### config.mk
export PLATFORM = sky130hd
export DESIGN_NAME = msq_ctrl
export DESIGN_NICKNAME = d
export VERILOG_FILES = /design/src/design/msq_pkg.sv /design/src/design/msq_ctrl.sv
export SDC_FILE = /design/constraint.sdc
export NUM_CORES = 1
export LEC_CHECK = 0
export ABC_AREA = 1
export ABC_CLOCK_PERIOD_IN_PS = 1340
export BUFFER_PORTS_ARGS = -buffer_cell sky130_fd_sc_hd__buf_4
export CORE_AREA = 2 2 39 41
export DETAILED_ROUTE_END_ITERATION = 10
export DIE_AREA = 0 0 41 43
export PLACE_DENSITY_LB_ADDON = 0.05
export REMOVE_ABC_BUFFERS = 1
export SLEW_MARGIN = 30
export SYNTH_ARGS = -nofsm -noshare
export SYNTH_HDL_FRONTEND = slang
export SYNTH_SLANG_ARGS = --single-unit
### constraint.sdc
create_clock -name clk -period 1.34 [get_ports clk]
set_input_delay 0.268 -clock clk [delete_from_list [all_inputs] [get_ports clk]]
set_output_delay 0.268 -clock clk [all_outputs]
set_load 0.05 [all_outputs]
### src/design/msq_pkg.sv
// Shared constants and controller/datapath interface types for the square-count block.
`default_nettype none

package msq_pkg;

	// Field widths fixed by the interface.
	localparam int TARGET_W = 12;
	localparam int COUNT_W  = 3;

	// Default number of table entries.
	localparam int MAX_N_DEFAULT = 4096;

	// Answer given for a target that does not fit in the table.
	localparam logic [COUNT_W-1:0] OUT_OF_RANGE = 3'd7;

	// Commands from the controller to the datapath.
	typedef struct packed {
		logic load;         // capture the request and preset the first entry
		logic wr_zero;      // write entry 0 with zero
		logic scan;         // read one candidate entry and step the square
		logic write_entry;  // store the finished entry
		logic advance;      // move on to the next entry
		logic set_result;   // load the result register
	} msq_cmd_t;

	// Status from the datapath to the controller.
	typedef struct packed {
		logic in_range;     // target fits in the table
		logic target_zero;  // target is zero
		logic sq_le_i;      // current square does not exceed the entry index
		logic i_eq_target;  // current entry is the target
	} msq_sts_t;

endpackage

`default_nettype wire

### src/design/msq_ctrl.sv
// Controller: sequences the table fill for one request and owns the handshakes.
`default_nettype none

module msq_ctrl
	import msq_pkg::*;
(
	input  wire logic     clk,
	input  wire logic     arst_n,
	input  wire logic     in_valid,
	output logic          in_ready,
	output logic          out_valid,
	input  wire logic     out_ready,
	input  wire msq_sts_t sts,
	output msq_cmd_t      cmd
);

	typedef enum logic [2:0] {
		ST_IDLE,
		ST_CHECK,
		ST_SCAN,
		ST_WRITE,
		ST_FINISH
	} state_t;

	state_t state_q;
	logic   out_valid_q;
	logic   accept;
	logic   res_free;

	assign in_ready  = (state_q == ST_IDLE);
	assign accept    = in_valid & in_ready;
	assign res_free  = ~out_valid_q | out_ready;
	assign out_valid = out_valid_q;

	// Commands decoded from the current state and datapath status.
	always_comb begin
		cmd = '0;
		case (state_q)
			ST_IDLE: begin
				cmd.load = accept;
			end
			ST_CHECK: begin
				cmd.wr_zero = sts.in_range & ~sts.target_zero;
			end
			ST_SCAN: begin
				cmd.scan = sts.sq_le_i;
			end
			ST_WRITE: begin
				cmd.write_entry = 1'b1;
				cmd.advance     = ~sts.i_eq_target;
			end
			ST_FINISH: begin
				cmd.set_result = res_free;
			end
			default: begin
				cmd = '0;
			end
		endcase
	end

	// State and result-valid register.
	always_ff @(posedge clk or negedge arst_n) begin
		if (!arst_n) begin
			state_q     <= ST_IDLE;
			out_valid_q <= 1'b0;
		end else begin
			if (cmd.set_result) begin
				out_valid_q <= 1'b1;
			end else if (out_ready) begin
				out_valid_q <= 1'b0;
			end
			case (state_q)
				ST_IDLE: begin
					if (accept) begin
						state_q <= ST_CHECK;
					end
				end
				ST_CHECK: begin
					if (!sts.in_range || sts.target_zero) begin
						state_q <= ST_FINISH;
					end else begin
						state_q <= ST_SCAN;
					end
				end
				ST_SCAN: begin
					if (!sts.sq_le_i) begin
						state_q <= ST_WRITE;
					end
				end
				ST_WRITE: begin
					if (sts.i_eq_target) begin
						state_q <= ST_FINISH;
					end else begin
						state_q <= ST_SCAN;
					end
				end
				ST_FINISH: begin
					if (res_free) begin
						state_q <= ST_IDLE;
					end
				end
				default: begin
					state_q <= ST_IDLE;
				end
			endcase
		end
	end

endmodule

`default_nettype wire

==> out/qor.yml, run 1 <==
ys_seq_elements: 4
setup_violations: 7
cts_tree: "built"
yosysSeqAreaShare_pct: 36.7
irDropWorstVdd_mv: 1.04
dpl.hpwl_um: 528
diodes: 0
syn_to_final_growth_pct: 114
cts_buffers: 3
drt-total-wl_um: 799
vias_per_cell: 4.11
cp.arrival_ns: 1.22
grt.total_usage_pct: 11.3
hold_slack_ns: 0.249
cts_root_buffer: "clkbuf_4"
grt_pass1_wl_um: 1300
post-route-period-util_pct: 111
synth_compound_area_share_pct: 4.59
core_area_um2: 1380
synthDistinctLibCells: 13
dp_slack_ns: 0.0240
routedWlPerCell_um: 9.63
start_kind: "flop"
antenna_found_initial: 0
synth_top_family_by_area: "simple AND/OR/NAND/NOR gates"
clock_latency_ns: 0.23
worstReg2RegEnd: "state_q[1]"
path_class: "flop to output pin"
globalRouteOverflowTotal: 0
fin_nets: 77
rrSetupSlack_ns: 0.19
p_leak_nw: 0.314
fmax_mhz: 674
r2r_start: "state_q[1]"
crit_fanout: 5
finClkSkew_ns: 0.000647
fillers: 149
hold_viol: 0
final_common_cell: "buf_4"
yosys_warnings: 0
cts.sinks: 4
num_rows: 14
endpoint_kind: "output pin"
multi_input_area_um2: 148
failed_checks: "negative setup slack"
die_h_um: 43
min-delay-start: "out_ready"
initial_core_util_pct: 19.7
syn_area_um2: 273
synthXorXnorAreaFrac_pct: 0
gp_congestion: 0.749
grt_pass1_vias: 330
firstDrtPassIters: 4
grt_max_degree: 6
drcViolationCount: 0
hold_class: "primary input to flop"
clk_path_buf_depth: 2
drtIter0Drc: 5
synth_fa_ha_area_share_pct: 0
tightest_slew_ns: 0.162
p_per_area_nw_per_um2: 2530
die_x_um: 41
netlist_top_cells_area: "dfrtp_1 (37%), inv_1 (14%), nor2_1 (8.3%), nand3_1 (7.3%), nand3_2 (7.3%)"
syn_avg_cell_area_um2: 7.18
ff_latch_area_um2: 104
status: "finished with violations"
io_buffers: 15
vias: 341
muxShareOfSynthArea_pct: 0
yosysTopAreaCellShare_pct: 36.7
relSlewSlack_pct: 89.2
cap_viol_max_count: 0
worstRegToRegCells: 6
hold_path_depth: 2
hold_end: "out_valid"
num_io_pins: 16
synthCells: 38
grt_setup_unrepaired: "yes"
critPathRequiredTime_ns: 1.07
htree_num_levels: 1
layoutNonFillerInstCount: 83
drive_gt1_share_pct: 65.7
die_area_um2: 1760
drv_slew: 0
ant_nets: 0
period_needed_ns: 1.48
final_cell_mix: "buf_4 (17), inv_1 (7)"
dp_cells: 70
synth-simple-area-share_pct: 42.2
yosys.area.top_type: "dfrtp_1"
path_clk_slew_ns: 0.04
worst_slack_ns: -0.144
startpoint: "state_q[1]"
==> stage by stage <==
| step | power, W | setup TNS (ns) | util (%) | instance area (um^2) |
|---|---|---|---|---|
| after global placement | 0.00101 | 0 | 29.8 | 413 |
| after floorplan | 0.000787 | -0.937 | - | 273 |
| after CTS | 0.00138 | -0.656 | 38.0 | 526 |
| after global routing | 0.00159 | -1.32 | 42.2 | 584 |
| after detailed placement | 0.00100 | 0 | 29.8 | 413 |
| final | 0.00148 | -0.773 | 42.2 | 584 |
==> report_power, final <==
part           switching [W]  total, W  internal (W)
Combinational       0.000603   0.00104      0.000441
Clock              0.0000481  0.000148      0.000100
Sequential         0.0000973  0.000285      0.000188
Total               0.000748   0.00148      0.000729
==> final cells by class <==
type | count | area share (%)
clock buffer | 3 | 3.85
inverter | 12 | 8.14
multi-input combinational | 22 | 25.3
sequential | 4 | 17.8
tap | 16 | 3.43
timing repair buffer | 26 | 41.5
==> worst max-delay path by stage <==
stage	endpoint	slack [ns]	cells past startpoint
6_report	cmd[1]	-0.14	5
2_1_floorplan	cmd[1]	-0.34	4
3_5_place_dp	cmd[5]	0.02	4
3_3_place_gp	cmd[5]	0.03	4
4_1_cts	cmd[1]	-0.15	5
5_1_grt	cmd[5]	-0.23	4
==> critical path, cell delays in order (launching register included) <==
cell	delay, ns
dfrtp_2	0.43
inv_4	0.07
nor3_4	0.20
nand2_2	0.08
inv_2	0.06
buf_8	0.13
==> kinds of logic after synthesis <==
| family | after synthesis |
|---|---|
| flip-flops | 4 |
| AND/OR/NAND/NOR | 20 |
| AO/OA/AOI/OAI | 2 |
| buffers and inverters | 12 |
==> state kept, by name, summed over array words and instances (netlist names) <==
name,cells
out_valid,1
state_q,3
==> cell usage after synthesis <==
| library cell | number |
|---|---|
| nand2_2 | 1 |
| nor2_1 | 6 |
| o211ai_1 | 1 |
| inv_1 | 10 |
| nand3_2 | 2 |
| nand4_1 | 2 |
| nor3_4 | 1 |
| o21ai_0 | 1 |
| inv_2 | 2 |
| nand2_1 | 3 |
| dfrtp_1 | 4 |
| nor2_2 | 1 |
| nand3_1 | 4 |
==> repair_timing <==
action,4_1_cts,5_1_grt
hold endpoints to repair,4,0
setup endpoints to repair,7,7
gates resized for setup,16,8
hold buffers,1,0
pin swaps,4,3
setup buffers,5,5
==> per-layer routing <==
metal	part of all wire (%)	wire, um	global-route usage (%)	vias up
li1	-	-	-	177
met1	36	290	13.4	148
met2	53	427	15.6	14
met3	9.5	76	3.14	2
met4	0.75	6	10.0	0
met5	0	0	0	-
No activity file was read; power rests on OpenSTA's default activity.
==> run 2, diff against run 1 <==
- ABC_AREA: 1 -> not set
==> out/qor.yml, run 2 <==
status: "finished with violations"  # unchanged
failed_checks: "negative setup slack"  # unchanged
period_needed_ns: 1.57  # was 1.48 ns
placed_cell_area_um2: 430  # was 413 um^2
globalRouteOverflowTotal: 0  # unchanged
tightest_slew_ns: 0.234  # was 0.162 ns
drtIter0Drc: 3  # was 5
dpl.hpwl_um: 514  # was 528 um
dp_cells: 62  # was 70
synth_compound_area_share_pct: 15.3  # was 4.59%
syn_area_um2: 253  # was 273 um^2
antenna_found_initial: 0  # unchanged
p_leak_nw: 0.251  # was 0.314 nW
num_io_pins: 16  # unchanged
seqPwrFrac_pct: 15.3  # was 19.3%
cts.sinks: 4  # unchanged
clock_power_share_pct: 10.7  # was 10.0%
io_buffers: 15  # unchanged
firstDrtPassIters: 4  # unchanged
final_cell_mix: "buf_4 (14), buf_6 (6), nand2b_1 (4), dfrtp_1 (4), clkbuf_4 (3)"  # was buf_4 (17), inv_1 (7)
syn_avg_cell_area_um2: 10.1  # was 7.18 um^2
top_register: "state_q"  # unchanged
crit_end: "cmd[0]"  # was cmd[1]
ys_dominant_reg_cell: "dfrtp_1"  # unchanged
vias: 277  # was 341
layoutNonFillerInstCount: 67  # was 83
start_kind: "flop"  # unchanged
drive_gt1_share_pct: 64.7  # was 65.7%
path_clk_slew_ns: 0.03  # was 0.04 ns
ant_nets: 0  # unchanged
clock_latency_ns: 0.23  # about the same
grt.total_usage_pct: 9.28  # was 11.3%
path_class: "flop to output pin"  # unchanged
r2r_start: "state_q[0]"  # was state_q[1]
post-route-period-util_pct: 117  # was 111%
utilization_pct: 38.4  # was 42.2%
cts_root_buffer: "clkbuf_4"  # unchanged
fmax_mhz: 639  # was 674 MHz
fin_nets: 61  # was 77
rrSetupSlack_ns: 0.22  # was 0.19 ns
cp.arrival_ns: 1.30  # was 1.22 ns
switchingPower_w: 0.000609  # was 0.000748 W
synth_edf_count: 0  # unchanged
ys_top_cells_by_count: "dfrtp_1 (4), nand2b_1 (4), nor2b_1 (4)"  # was inv_1 (10), nor2_1 (6), dfrtp_1 (4), nand3_1 (4), nand2_1 (3)
grt_max_degree: 9  # was 6
routedWlPerCell_um: 9.54  # was 9.63 um
initial_core_util_pct: 18.3  # was 19.7%
die_x_um: 41  # unchanged
dp_slack_ns: -0.0121  # was 0.0240 ns
core_area_um2: 1380  # unchanged
synthCells: 25  # was 38
startpoint: "state_q[0]"  # was state_q[1]
swShare_pct: 45.2  # was 50.7%
grt_setup_unrepaired: "yes"  # unchanged
async_flop_share_pct: 100  # unchanged
design_area_um2: 532  # was 584 um^2
p_per_area_nw_per_um2: 2540  # was 2530 nW/um^2
hold_class: "primary input to flop"  # unchanged
grt_pass1_vias: 276  # was 330
synth_top_family_by_area: "simple AND/OR/NAND/NOR gates"  # unchanged
synth_fa_ha_area_share_pct: 0  # unchanged
die_area_um2: 1760  # unchanged
yosys.area.top_type: "dfrtp_1"  # unchanged
hold_slack_ns: 0.333  # was 0.249 ns
num_rows: 14  # unchanged
drcViolationCount: 0  # unchanged
worst_slack_ns: -0.225  # was -0.144 ns
power.internal_w: 0.000739  # was 0.000729 W
critPathRequiredTime_ns: 1.07  # about the same
cap_viol_max_count: 0  # unchanged
drt-total-wl_um: 639  # was 799 um
setup_violations: 7  # unchanged
drv_slew: 0  # unchanged
grt_pass1_wl_um: 1060  # was 1300 um
worstRegToRegCells: 3  # was 6
crit_fanout: 2  # was 5
cts_tree: "built"  # unchanged
synthDistinctLibCells: 14  # was 13
endpoint_kind: "output pin"  # unchanged
yosys_warnings: 0  # unchanged
synthXorXnorAreaFrac_pct: 0  # unchanged
irDropWorstVdd_mv: 0.840  # was 1.04 mV
largest_reg_flops: 3  # unchanged
cts_buffers: 3  # unchanged
gp_congestion: 0.686  # was 0.749
muxShareOfSynthArea_pct: 0  # unchanged
syn_to_final_growth_pct: 110  # was 114%
finClkSkew_ns: 0.00214  # was 0.000647 ns
hold_viol: 0  # unchanged
htree_num_levels: 1  # unchanged
clk_path_buf_depth: 2  # unchanged
worstReg2RegEnd: "state_q[2]"  # was state_q[1]
ys_seq_elements: 4  # unchanged
vias_per_cell: 4.13  # was 4.11
diodes: 0  # unchanged
netlist_top_cells_area: "dfrtp_1 (40%), nand2b_1 (9.9%), nor2b_1 (9.9%), o32ai_2 (6.4%), nand4bb_1 (4.5%)"  # was dfrtp_1 (37%), inv_1 (14%), nor2_1 (8.3%), nand3_1 (7.3%), nand3_2 (7.3%)
yosysSeqAreaShare_pct: 39.6  # was 36.7%
die_h_um: 43  # unchanged
relSlewSlack_pct: 84.4  # was 89.2%
yosysTopAreaCellShare_pct: 39.6  # was 36.7%
p_comb_share_pct: 74.0  # was 70.6%
synth-simple-area-share_pct: 45.0  # was 42.2%
final_common_cell: "buf_4"  # unchanged
## run 2: cell count changes in the layout (fill, tap and decap cells not counted), moves of 3 or more
| cell | previous run | this run |
|---|---|---|
| inv_1 | 7 | 0 |
| inv_2 | 4 | 0 |
| nand2b_1 | 0 | 4 |
| nand3_1 | 4 | 0 |
| nor2_1 | 4 | 0 |
| buf_4 | 17 | 14 |
| dfrtp_1 | 1 | 4 |
| dfrtp_2 | 3 | 0 |
## run 2: area by class of cell
| type | count | area [um^2] |
|---|---|---|
| Clock buffer | 3 | 22.5 |
| Fill cell | 139 | 852 |
| Multi-Input combinational cell | 21 | 176 |
| Sequential cell | 4 | 100 |
| Timing Repair Buffer | 23 | 213 |
| Tap cell | 16 | 20.0 |
## run 2: worst min path at each step
stage / start / end / slack, ns / cells past startpoint
finish: sts[1] / state_q[0] / 0.33 / 3
global route: sts[1] / state_q[0] / 0.34 / 3
CTS: sts[1] / state_q[0] / 0.33 / 3
detailed placement: arst_n / out_valid / 0.06 / 1
global placement: arst_n / out_valid / 0.06 / 1
floorplan: arst_n / out_valid / -0.03 / 0
## run 2: per-layer routing
metal	GRT usage [%]	up-vias	routed length, um
li1	-	141	-
met4	8.00	0	0
met5	0	-	0
met3	3.14	0	44
met1	10.8	128	275
met2	12.8	8	318
## run 2: stage by stage
stage | TNS [ns] | total power (W)
after global placement | 0 | 0.00104
final | -0.958 | 0.00135
after floorplan | -3.37 | 0.000722
after global routing | -1.43 | 0.00144
after CTS | -1.07 | 0.00133
after detailed placement | -0.0191 | 0.00104
## run 2: worst max-delay path: stages (launching register included)
cell,delay [ns]
dfrtp_1,0.37
or3b_4,0.40
nor2b_2,0.13
buf_6,0.16
## run 2: power by group through the flow
stage | combinational, W | clock [W] | sequential (W)
detailed placement | 0.000834 | 0 | 0.000204
floorplan | 0.000449 | 0 | 0.000274
global placement | 0.000835 | 0 | 0.000203
global route | 0.00106 | 0.000167 | 0.000216
CTS | 0.000970 | 0.000152 | 0.000205
finish | 0.000998 | 0.000145 | 0.000206
## run 2: timing repair
| action | CTS | global route |
|---|---|---|
| setup endpoints to repair | 7 | 7 |
| cloned | 0 | 0 |
| hold buffers | 1 | 0 |
| pin swaps | 0 | 0 |
| hold endpoints to repair | 4 | 0 |
| resized for setup | 11 | 5 |
| buffers inserted | 1 | 0 |
## run 2: logic make-up (layout without fill, tap and decap cells)
logic type	Yosys count	in the layout
buffers and inverters	0	26
AOI/OAI and AO/OA	4	4
and+or+nand+nor	17	17
DFF	4	4
==> run 3, diff against run 2 <==
- TNS_END_PERCENT: not set -> 10
==> out/qor.yml, run 3 (synthesis gave the netlist of run 2 again) <==
endpoint_kind: "output pin"  # unchanged
path_class: "flop to output pin"  # unchanged
fmax_mhz: 644  # was 639 MHz
irDropWorstVdd_mv: 0.833  # was 0.840 mV
path_clk_slew_ns: 0.03  # about the same
clock_power_share_pct: 11.5  # was 10.7%
grt_pass1_wl_um: 1040  # was 1060 um
firstDrtPassIters: 3  # was 4
failed_checks: "negative setup slack"  # unchanged
grt_max_degree: 9  # unchanged
drv_slew: 0  # unchanged
top_register: "state_q"  # unchanged
core_area_um2: 1380  # unchanged
fin_nets: 61  # unchanged
swShare_pct: 46.3  # was 45.2%
vias_per_cell: 4.12  # was 4.13
htree_num_levels: 1  # unchanged
setup_violations: 7  # unchanged
design_area_um2: 508  # was 532 um^2
hold_viol: 0  # unchanged
p_comb_share_pct: 72.3  # was 74.0%
clk_path_buf_depth: 2  # unchanged
p_per_area_nw_per_um2: 2480  # was 2540 nW/um^2
die_h_um: 43  # unchanged
clock_latency_ns: 0.23  # about the same
drive_gt1_share_pct: 62.7  # was 64.7%
worstReg2RegEnd: "state_q[2]"  # unchanged
rrSetupSlack_ns: 0.23  # was 0.22 ns
grt.total_usage_pct: 9.08  # was 9.28%
cts_buffers: 3  # unchanged
p_leak_nw: 0.243  # was 0.251 nW
seqPwrFrac_pct: 16.2  # was 15.3%
vias: 276  # was 277
initial_core_util_pct: 18.3  # unchanged
diodes: 0  # unchanged
grt_setup_unrepaired: "yes"  # unchanged
final_cell_mix: "buf_4 (17), nand2b_1 (4), dfrtp_1 (4), buf_6 (4), clkbuf_4 (3)"  # was buf_4 (14), buf_6 (6), nand2b_1 (4), dfrtp_1 (4), clkbuf_4 (3)
power.internal_w: 0.000676  # was 0.000739 W
final_common_cell: "buf_4"  # unchanged
start_kind: "flop"  # unchanged
largest_reg_flops: 3  # unchanged
cp.arrival_ns: 1.28  # was 1.30 ns
dpl.hpwl_um: 514  # unchanged
cap_viol_max_count: 0  # unchanged
io_buffers: 15  # unchanged
drcViolationCount: 0  # unchanged
drt-total-wl_um: 642  # was 639 um
ant_nets: 0  # unchanged
worstRegToRegCells: 3  # unchanged
antenna_found_initial: 0  # unchanged
finClkSkew_ns: 0.00214  # unchanged
cts.sinks: 4  # unchanged
utilization_pct: 36.7  # was 38.4%
die_area_um2: 1760  # unchanged
period_needed_ns: 1.55  # was 1.57 ns
syn_to_final_growth_pct: 101  # was 110%
switchingPower_w: 0.000582  # was 0.000609 W
critPathRequiredTime_ns: 1.07  # about the same
startpoint: "state_q[1]"  # was state_q[0]
cts_root_buffer: "clkbuf_4"  # unchanged
worst_slack_ns: -0.212  # was -0.225 ns
status: "finished with violations"  # unchanged
num_io_pins: 16  # unchanged
r2r_start: "state_q[1]"  # was state_q[0]
die_x_um: 41  # unchanged
hold_class: "primary input to flop"  # unchanged
relSlewSlack_pct: 84.4  # unchanged
tightest_slew_ns: 0.234  # about the same
crit_fanout: 3  # was 2
gp_congestion: 0.686  # unchanged
fin_setup_tns_ns: -0.947  # was -0.958 ns
crit_end: "cmd[0]"  # unchanged
drtIter0Drc: 4  # was 3
grt_pass1_vias: 269  # was 276
cts_tree: "built"  # unchanged
num_rows: 14  # unchanged
fillers: 149  # was 139
post-route-period-util_pct: 116  # was 117%
globalRouteOverflowTotal: 0  # unchanged
routedWlPerCell_um: 9.58  # was 9.54 um
placed_cell_area_um2: 430  # unchanged
## run 3: worst min path at each step
stage               slack, ns         end  cells after the start    from
detailed placement       0.06   out_valid                      1  arst_n
global route             0.34  state_q[0]                      3  sts[1]
global placement         0.06   out_valid                      1  arst_n
finish                   0.33  state_q[0]                      3  sts[1]
CTS                      0.33  state_q[0]                      3  sts[1]
floorplan               -0.03   out_valid                      0  arst_n
## run 3: metal layers
| metal | vias to the layer above | routed length [um] | track usage [%] |
|---|---|---|---|
| li1 | 142 | - | - |
| met1 | 126 | 269 | 10.5 |
| met2 | 8 | 326 | 12.5 |
| met3 | 0 | 46 | 3.14 |
| met4 | 0 | 0 | 8.00 |
| met5 | - | 0 | 0 |
## run 3: power by group through the flow
stage	clock, W	combinational [W]	sequential, W
2_1_floorplan	0	0.000449	0.000274
3_3_place_gp	0	0.000835	0.000203
3_5_place_dp	0	0.000834	0.000204
4_1_cts	0.000152	0.000900	0.000205
5_1_grt	0.000167	0.000969	0.000213
6_report	0.000145	0.000909	0.000204
## run 3: per-stage QoR
stage | cells | total power, W | setup WS [ns] | hold WS, ns
2_1_floorplan | 25 | 0.000722 | -1.05 | -0.0276
3_3_place_gp | 62 | 0.00104 | 0.00268 | 0.0639
3_5_place_dp | 62 | 0.00104 | -0.0121 | 0.0644
4_1_cts | 66 | 0.00126 | -0.226 | 0.330
5_1_grt | 67 | 0.00135 | -0.279 | 0.344
6_report | 67 | 0.00126 | -0.212 | 0.333
## run 3: repair_timing
action                                 CTS  global route
gates resized for setup                  9             1
setup endpoints to repair                7             7
endpoints found under the hold margin    4             0
setup buffers                            0             1
hold buffers                             1             0
gates cloned                             0             0
## run 3: area by class of cell
cell class | count | area [um^2] | area share [%]
well taps | 16 | 20.0 | 3.94
repair buffers | 23 | 198 | 38.9
multi-input cells | 21 | 168 | 33.0
flip-flops and latches | 4 | 100 | 19.7
clock buffers | 3 | 22.5 | 4.43
## run 3: worst max-delay path, cell delays in order, from the launching register on
cell,delay [ns]
dfrtp_1,0.38
or3b_4,0.38
nor2b_2,0.13
buf_6,0.16
